<file path="src/hw/rtl/pbnc_pkg.sv">
`timescale 1ns / 1ps

package pbnc_pkg;

	// palette size and field widths
	localparam int PALETTE_ENTRIES_DEF = 256;
	localparam int IDX_W   = 8;
	localparam int RGB_W   = 24;
	localparam int MIX_W   = 16;
	localparam int DIFF_W  = 17;
	localparam int KD_W    = 23;
	localparam int PROD_W  = 2 * KD_W;
	localparam int SQ_W    = 44;
	localparam int SCORE_W = 45;

	// register defaults and mixing constants
	localparam logic [8:0]  WEIGHT_ONE       = 9'd256;
	localparam logic [8:0]  BLEND_WEIGHT_RST = 9'd128;
	localparam logic        TRUNCATE_MIX_RST = 1'b1;
	localparam logic [15:0] FRAC_MASK        = 16'hFF00;

	// channel weights of the distance
	localparam logic signed [7:0] K_RED   = 8'sd30;
	localparam logic signed [7:0] K_GREEN = 8'sd59;
	localparam logic signed [7:0] K_BLUE  = 8'sd11;

	// request codes
	localparam logic REQ_LOAD  = 1'b0;
	localparam logic REQ_QUERY = 1'b1;

	// register indexes (word address bit 2)
	localparam logic REG_BLEND_WEIGHT = 1'b0;
	localparam logic REG_TRUNCATE_MIX = 1'b1;

	typedef enum logic [1:0] {
		CH_RED,
		CH_GREEN,
		CH_BLUE
	} chan_t;

	typedef enum logic [2:0] {
		ST_IDLE,
		ST_GET_OV,
		ST_GET_UN,
		ST_MIX,
		ST_SCAN,
		ST_DRAIN
	} state_t;

	// one channel term handed to the distance unit
	typedef struct packed {
		logic  valid;
		chan_t ch;
		logic  last_item;
	} issue_t;

	// pick one channel out of a packed rgb word
	function automatic logic [7:0] chan_of(logic [RGB_W-1:0] rgb, chan_t ch);
		logic [7:0] v;
		unique case (ch)
			CH_RED:   v = rgb[23:16];
			CH_GREEN: v = rgb[15:8];
			default:  v = rgb[7:0];
		endcase
		return v;
	endfunction

	// red, green, blue, then back to red
	function automatic chan_t next_chan(chan_t ch);
		chan_t n;
		unique case (ch)
			CH_RED:   n = CH_GREEN;
			CH_GREEN: n = CH_BLUE;
			default:  n = CH_RED;
		endcase
		return n;
	endfunction

endpackage

</file>
<file path="src/hw/rtl/pbnc_dist.sv">
`timescale 1ns / 1ps

module pbnc_dist #(
	parameter int ENTRIES = pbnc_pkg::PALETTE_ENTRIES_DEF
) (
	input  logic                           clk,
	input  logic                           arst_n,
	input  pbnc_pkg::issue_t               issue,
	input  logic [$clog2(ENTRIES)-1:0]     issue_idx,
	input  logic [pbnc_pkg::RGB_W-1:0]     entry_rgb,
	input  logic [pbnc_pkg::MIX_W-1:0]     mix_r,
	input  logic [pbnc_pkg::MIX_W-1:0]     mix_g,
	input  logic [pbnc_pkg::MIX_W-1:0]     mix_b,
	output logic                           res_valid,
	output logic [$clog2(ENTRIES)-1:0]     res_idx
);

	import pbnc_pkg::*;

	localparam int AW = $clog2(ENTRIES);

	logic [7:0]               ent_ch;
	logic [MIX_W-1:0]         mix_sel;
	logic signed [7:0]        k_sel;
	logic signed [DIFF_W-1:0] d;
	logic signed [KD_W-1:0]   kd;
	logic signed [PROD_W-1:0] prod;
	logic [SCORE_W-1:0]       score;
	logic                     win;

	logic                     v_s1, last_s1;
	chan_t                    ch_s1;
	logic [AW-1:0]            idx_s1;
	logic signed [KD_W-1:0]   kd_s1;

	logic                     v_s2, last_s2;
	chan_t                    ch_s2;
	logic [AW-1:0]            idx_s2;
	logic [SQ_W-1:0]          sq_s2;

	logic [SCORE_W-1:0]       acc_q;
	logic [SCORE_W-1:0]       lowest_q;
	logic [AW-1:0]            best_q;
	logic                     res_valid_q;
	logic [AW-1:0]            res_idx_q;

	// channel difference in q8.8 scaled by its weight
	always_comb begin
		ent_ch = chan_of(entry_rgb, issue.ch);
		unique case (issue.ch)
			CH_RED: begin
				mix_sel = mix_r;
				k_sel   = K_RED;
			end
			CH_GREEN: begin
				mix_sel = mix_g;
				k_sel   = K_GREEN;
			end
			default: begin
				mix_sel = mix_b;
				k_sel   = K_BLUE;
			end
		endcase
		d  = $signed({1'b0, ent_ch, 8'b0}) - $signed({1'b0, mix_sel});
		kd = KD_W'(d) * KD_W'(k_sel);
	end

	// shared squarer
	assign prod = PROD_W'(kd_s1) * PROD_W'(kd_s1);

	// running sum and best compare
	assign score = acc_q + SCORE_W'(sq_s2);
	assign win   = (idx_s2 == '0) || (score < lowest_q);

	// stage valids
	always_ff @(posedge clk or negedge arst_n) begin
		if (!arst_n) begin
			v_s1        <= 1'b0;
			v_s2        <= 1'b0;
			res_valid_q <= 1'b0;
		end else begin
			v_s1        <= issue.valid;
			v_s2        <= v_s1;
			res_valid_q <= v_s2 && last_s2;
		end
	end

	// stage payload
	always_ff @(posedge clk) begin
		ch_s1   <= issue.ch;
		last_s1 <= issue.last_item;
		idx_s1  <= issue_idx;
		kd_s1   <= kd;
		ch_s2   <= ch_s1;
		last_s2 <= last_s1;
		idx_s2  <= idx_s1;
		sq_s2   <= prod[SQ_W-1:0];
		res_idx_q <= win ? idx_s2 : best_q;
		if (v_s2) begin
			unique case (ch_s2)
				CH_RED:   acc_q <= SCORE_W'(sq_s2);
				CH_GREEN: acc_q <= score;
				default: begin
					if (win) begin
						lowest_q <= score;
						best_q   <= idx_s2;
					end
				end
			endcase
		end
	end

	assign res_valid = res_valid_q;
	assign res_idx   = res_idx_q;

endmodule

</file>
<file path="config.mk">
export PLATFORM = sky130hd
export DESIGN_NAME = pbnc_dist
export DESIGN_NICKNAME = d
export VERILOG_FILES = /design/src/hw/rtl/pbnc_pkg.sv /design/src/hw/rtl/pbnc_dist.sv
export SDC_FILE = /design/constraint.sdc
export NUM_CORES = 2
export LEC_CHECK = 0
export ABC_AREA = 1
export BUFFER_PORTS_ARGS = -buffer_cell sky130_fd_sc_hd__buf_4
export CORE_ASPECT_RATIO = 1.25
export CORE_MARGIN = 2
export CORE_UTILIZATION = 54
export CTS_BUF_LIST = sky130_fd_sc_hd__clkbuf_4 sky130_fd_sc_hd__clkbuf_8
export DETAILED_ROUTE_END_ITERATION = 7
export PLACE_DENSITY = 0.7
export SLEW_MARGIN = 5
export SYNTH_ARGS = -nofsm -noshare
export SYNTH_HDL_FRONTEND = slang
export SYNTH_SLANG_ARGS = --single-unit
export TNS_END_PERCENT = 10
</file>
<file path="constraint.sdc">
create_clock -name clk -period 9.9 [get_ports clk]
set_input_delay 0.495 -clock clk [delete_from_list [all_inputs] [get_ports clk]]
set_output_delay 0.495 -clock clk [all_outputs]
set_load 0.1 [all_outputs]
</file>
==> flow_summary.html <==
<table>
<tr><th>Metric</th><th>Value</th></tr>
<tr><th colspan="2">Status</th></tr>
<tr><td>Run status</td><td>completed</td></tr>
<tr><th colspan="2">STA</th></tr>
<tr><td>Setup repair after global routing missed its margin</td><td>false</td></tr>
<tr><td>Final min period</td><td>6.999 ns</td></tr>
<tr><td>Final setup violation count</td><td>0</td></tr>
<tr><td>Worst clock skew on the final layout</td><td>0.02786 ns</td></tr>
<tr><td>Summed negative setup slack over all endpoints</td><td>0 ns</td></tr>
<tr><td>Maximum clock frequency</td><td>142.9 MHz</td></tr>
<tr><td>Final Slew Violations</td><td>0</td></tr>
<tr><td>Slew at the pin with the worst max-slew slack</td><td>0.9954 ns</td></tr>
<tr><td>Slew headroom</td><td>0.3364</td></tr>
<tr><td>Period utilization</td><td>0.7070</td></tr>
<tr><td>Fin. Hold Viols</td><td>0</td></tr>
<tr><th colspan="2">Finish</th></tr>
<tr><td>Layout Nets</td><td>5,313</td></tr>
<tr><td>Layout Area Growth over Synthesis</td><td>6.271%</td></tr>
<tr><td>Fraction of the core area covered by cells at the end of the flow</td><td>0.5782</td></tr>
<tr><td>Proportion of layout cells with a drive suffix above 1</td><td>0.04744</td></tr>
<tr><td>Fill cells</td><td>5,878</td></tr>
<tr><th colspan="2">Synthesis</th></tr>
<tr><td>Post-synthesis instance area</td><td>33,540 um^2</td></tr>
<tr><td>Yosys reg bits</td><td>197</td></tr>
<tr><td>Async SR Flop Fraction</td><td>0.01523</td></tr>
<tr><td>Synthesized net count</td><td>5,244</td></tr>
<tr><td>Synth warn</td><td>0</td></tr>
<tr><td>Post-Syn Instances</td><td>4,324</td></tr>
<tr><td>Number of flops mapped to enable cells by yosys</td><td>98</td></tr>
<tr><td>Flip-flop cell with the highest count after synthesis</td><td>sky130_fd_sc_hd__edfxtp_1</td></tr>
<tr><td>Area contributors post-synth</td><td>sky130_fd_sc_hd__fa_1 (34%), sky130_fd_sc_hd__inv_1 (13%), sky130_fd_sc_hd__nand2_1 (12%), sky130_fd_sc_hd__ha_1 (10%), sky130_fd_sc_hd__edfxtp_1 (8.8%)</td></tr>
<tr><td>Post-synth cell types</td><td>46</td></tr>
<tr><td>Area leader, netlist</td><td>sky130_fd_sc_hd__fa_1</td></tr>
<tr><td>Area fraction of the dominant cell type after synthesis</td><td>0.3372</td></tr>
<tr><td>Per-instance average area after synthesis</td><td>7.757 um^2</td></tr>
<tr><td>Sequential cell area fraction in the yosys report</td><td>0.1473</td></tr>
<tr><th colspan="2">Placement</th></tr>
<tr><td>Final Wtd Congestion</td><td>0.9839</td></tr>
<tr><td>Total of buffers placed on input and output ports</td><td>94</td></tr>
<tr><td>HPWL Detailed</td><td>74,780 um</td></tr>
<tr><th colspan="2">Detailed routing</th></tr>
<tr><td>Antenna violation net count after detailed routing</td><td>0</td></tr>
<tr><td>Number of DRC markers in iteration 0</td><td>1,521</td></tr>
<tr><td>Via count</td><td>26,530</td></tr>
<tr><td>Detailed-route DRC error count</td><td>0</td></tr>
<tr><td>WL per Instance</td><td>16.81 um</td></tr>
<tr><td>Avg Vias per Cell</td><td>5.064</td></tr>
<tr><td>Wirelength, routed</td><td>88,070 um</td></tr>
<tr><td>Initial DRT Pass Iterations</td><td>5</td></tr>
<tr><th colspan="2">Worst setup path</th></tr>
<tr><td>Kind of launch point of the worst setup path</td><td>register</td></tr>
<tr><td>Logic depth of the worst register-to-register path</td><td>24</td></tr>
<tr><td>Required time worst endpoint</td><td>10.33 ns</td></tr>
<tr><td>Worst-path maximum fanout</td><td>16</td></tr>
<tr><td>CP arrival</td><td>7.43 ns</td></tr>
<tr><td>Category of the critical setup timing path</td><td>reg -&gt; reg</td></tr>
<tr><td>Endpoint type of the worst setup path</td><td>register</td></tr>
<tr><th colspan="2">GRT</th></tr>
<tr><td>First-pass GRT wire length</td><td>142,800 um</td></tr>
<tr><td>Most used routing layer in global routing</td><td>met2</td></tr>
<tr><td>Met1 layer usage reported by global route</td><td>0.3476</td></tr>
<tr><td>Residual overflow from global routing</td><td>0</td></tr>
<tr><td>Total Routing Usage GR</td><td>0.2901</td></tr>
<tr><td>Met2 track utilization from global routing</td><td>0.5242</td></tr>
<tr><td>Global routing usage on met3</td><td>0.03168</td></tr>
<tr><td>Number of global-route vias before repair</td><td>28,000</td></tr>
<tr><td>Antenna violations before repair</td><td>1</td></tr>
<tr><td>Largest net degree at the start of global routing</td><td>48</td></tr>
<tr><th colspan="2">Clock tree</th></tr>
<tr><td>Htree depth</td><td>4</td></tr>
<tr><td>Reg clk slew, reported paths</td><td>0.12 ns</td></tr>
<tr><td>Clock Tree Buf Depth</td><td>2</td></tr>
<tr><td>TritonCTS Sinks</td><td>197</td></tr>
<tr><td>CTS-repair resized insts</td><td>0</td></tr>
<tr><td>Clock Root Buffer</td><td>sky130_fd_sc_hd__clkbuf_8</td></tr>
<tr><td>CTS tree</td><td>built</td></tr>
<tr><td>Total setup buffers inserted after CTS</td><td>0</td></tr>
<tr><td>TritonCTS buffer count</td><td>17</td></tr>
<tr><td>Clock insertion delay at the later pin of the skew report</td><td>0.53 ns</td></tr>
<tr><th colspan="2">Die</th></tr>
<tr><td>Cell row count</td><td>102</td></tr>
<tr><td>Initial cell density of the core</td><td>0.5441</td></tr>
<tr><td>Die extent in y</td><td>282.6 um</td></tr>
<tr><td>Die outline area</td><td>64,140 um^2</td></tr>
<tr><td>Width of the chip</td><td>226.9 um</td></tr>
<tr><td>Core region area</td><td>61,640 um^2</td></tr>
<tr><td>IO Count</td><td>95</td></tr>
<tr><th colspan="2">Flow run</th></tr>
<tr><td>Count of maximum capacitance violations</td><td>0</td></tr>
<tr><th colspan="2">Hold path</th></tr>
<tr><td>Instance count along the most critical hold path</td><td>1</td></tr>
<tr><td>Min-delay worst type</td><td>in -&gt; reg</td></tr>
</table>
[layout by cell type, fill, tap and decap left out, drive strengths merged, types with 5 or more instances in the layout]
master,count
nor2,307
nor4,5
nor3,19
a21o,13
nand4,37
clkinv,5
inv,1194
dfxtp,96
clkbuf,18
nand3,148
o21ai,70
ha,269
a31oi,7
buf,122
xnor2,27
a21oi,130
and2,25
a22o,6
or2,12
o21bai,13
o22ai,10
nand2,1109
nand3b,17
fa,565
edfxtp,98
xor2,64
[synthesized netlist by cell type, types with 2 or more instances]
cell,instances
sky130_fd_sc_hd__clkbuf_1,65
sky130_fd_sc_hd__dfxtp_1,96
sky130_fd_sc_hd__o22ai_1,10
sky130_fd_sc_hd__xnor2_1,27
sky130_fd_sc_hd__o211ai_1,2
sky130_fd_sc_hd__buf_2,2
sky130_fd_sc_hd__inv_1,1182
sky130_fd_sc_hd__edfxtp_1,98
sky130_fd_sc_hd__nor2_1,298
sky130_fd_sc_hd__nor3_1,19
sky130_fd_sc_hd__o21ai_0,66
sky130_fd_sc_hd__a21o_1,13
sky130_fd_sc_hd__nand4_1,37
sky130_fd_sc_hd__a221oi_1,2
sky130_fd_sc_hd__o21ai_1,2
sky130_fd_sc_hd__xor2_1,62
sky130_fd_sc_hd__o21bai_1,13
sky130_fd_sc_hd__nand3b_2,3
sky130_fd_sc_hd__nand3_1,142
sky130_fd_sc_hd__buf_6,2
sky130_fd_sc_hd__nor2_2,6
sky130_fd_sc_hd__a31oi_1,7
sky130_fd_sc_hd__inv_2,3
sky130_fd_sc_hd__nor2_4,3
sky130_fd_sc_hd__ha_1,269
sky130_fd_sc_hd__o21ai_2,2
sky130_fd_sc_hd__nor4_1,5
sky130_fd_sc_hd__buf_1,4
sky130_fd_sc_hd__nand3_2,5
sky130_fd_sc_hd__nand2_1,1098
sky130_fd_sc_hd__and2_1,25
sky130_fd_sc_hd__a31o_2,2
sky130_fd_sc_hd__nand2_2,11
sky130_fd_sc_hd__xor2_2,2
sky130_fd_sc_hd__a21boi_0,4
sky130_fd_sc_hd__a22o_1,6
sky130_fd_sc_hd__o21a_1,4
sky130_fd_sc_hd__nand3b_1,14
sky130_fd_sc_hd__fa_1,565
sky130_fd_sc_hd__or2_2,11
sky130_fd_sc_hd__dfrtp_1,3
sky130_fd_sc_hd__a21oi_1,130
[layout make-up]
cell class,count,area [um^2],share of cell area
well taps,832,1041,0.02921
inverters,1186,4452,0.1249
flip-flops and latches,197,4941,0.1386
diodes,1,2.502,0.00007020
clock inverters,14,156.4,0.004388
clock buffers,18,241.5,0.006775
multi-input cells,2868,23880,0.6701
repair buffers,123,925.9,0.02598
[state kept, by name, indices dropped and copies added (netlist names)]
register	cells
acc_q	45
best_q	8
ch_s1	2
ch_s2	2
idx_s1	8
idx_s2	8
kd_s1	23
last_s1	1
last_s2	1
lowest_q	45
res_idx	8
res_valid	1
sq_s2	43
v_s1	1
v_s2	1
[metrics by stage]
stage               hold WS (ns)  cell area, um^2  worst slack (ns)  std cells
floorplan                 0.1994            33540             3.628       4324
detailed placement        0.2855            35230             2.689       5205
global placement          0.2846            35230             2.723       5205
finish                   0.07291            35640             2.901       5239
global route             0.04659            35640             2.562       5238
CTS                      0.05104            35640             2.944       5238
[worst paths after layout]
check	start	endpoint	slack, ns
setup / recovery	kd_s1[4]	sq_s2[43]	2.90
hold / removal	issue_idx[4]	idx_s1[4]	0.07
setup reg to reg	kd_s1[4]	sq_s2[43]	2.90
hold reg to reg	idx_s1[3]	idx_s2[3]	0.33
max in group asynchronous	arst_n	v_s2	9.49
min in group asynchronous	arst_n	v_s1	0.32
[what timing repair did]
item                                   in CTS  in global routing
setup endpoints to repair                   0                  0
endpoints found under the hold margin       3                  0
hold buffers                                1                  0
[layer usage]
layer	wire length, um	vias to the layer above	share of wire
met3	3951	207	0.045
met5	0	-	0
li1	-	12880	-
met4	4148	0	0.047
met2	44710	704	0.51
met1	35260	12740	0.40
[kinds of logic after synthesis]
family,share of synthesized area
AOI/OAI and AO/OA,0.04391
and+or+nand+nor,0.2056
DFF,0.1473
xor gates and xnor gates,0.02421
buffers and inverters,0.1414
adders and majority gates,0.4376
[worst max-delay path: stages (launching register included)]
cell	delay, ns
sky130_fd_sc_hd__dfxtp_1	0.86
sky130_fd_sc_hd__nand2_1	0.10
sky130_fd_sc_hd__inv_1	0.10
sky130_fd_sc_hd__fa_1	0.47
sky130_fd_sc_hd__fa_1	0.89
sky130_fd_sc_hd__fa_1	0.63
sky130_fd_sc_hd__inv_1	0.29
sky130_fd_sc_hd__fa_1	0.49
sky130_fd_sc_hd__fa_1	0.49
sky130_fd_sc_hd__inv_1	0.05
sky130_fd_sc_hd__fa_1	0.52
sky130_fd_sc_hd__inv_1	0.05
sky130_fd_sc_hd__fa_1	0.53
sky130_fd_sc_hd__inv_1	0.04
sky130_fd_sc_hd__ha_1	0.36
sky130_fd_sc_hd__nand2_1	0.11
sky130_fd_sc_hd__nor2_1	0.19
sky130_fd_sc_hd__nand2_1	0.10
sky130_fd_sc_hd__nor2_1	0.12
sky130_fd_sc_hd__nand2_1	0.07
sky130_fd_sc_hd__nor2_1	0.09
sky130_fd_sc_hd__nand3b_1	0.17
sky130_fd_sc_hd__inv_1	0.05
sky130_fd_sc_hd__nand2_1	0.06
sky130_fd_sc_hd__nand2_1	0.04
Power is not shown: default switching activity piles up to over one toggle a cycle in this logic, so the estimate is an artifact.
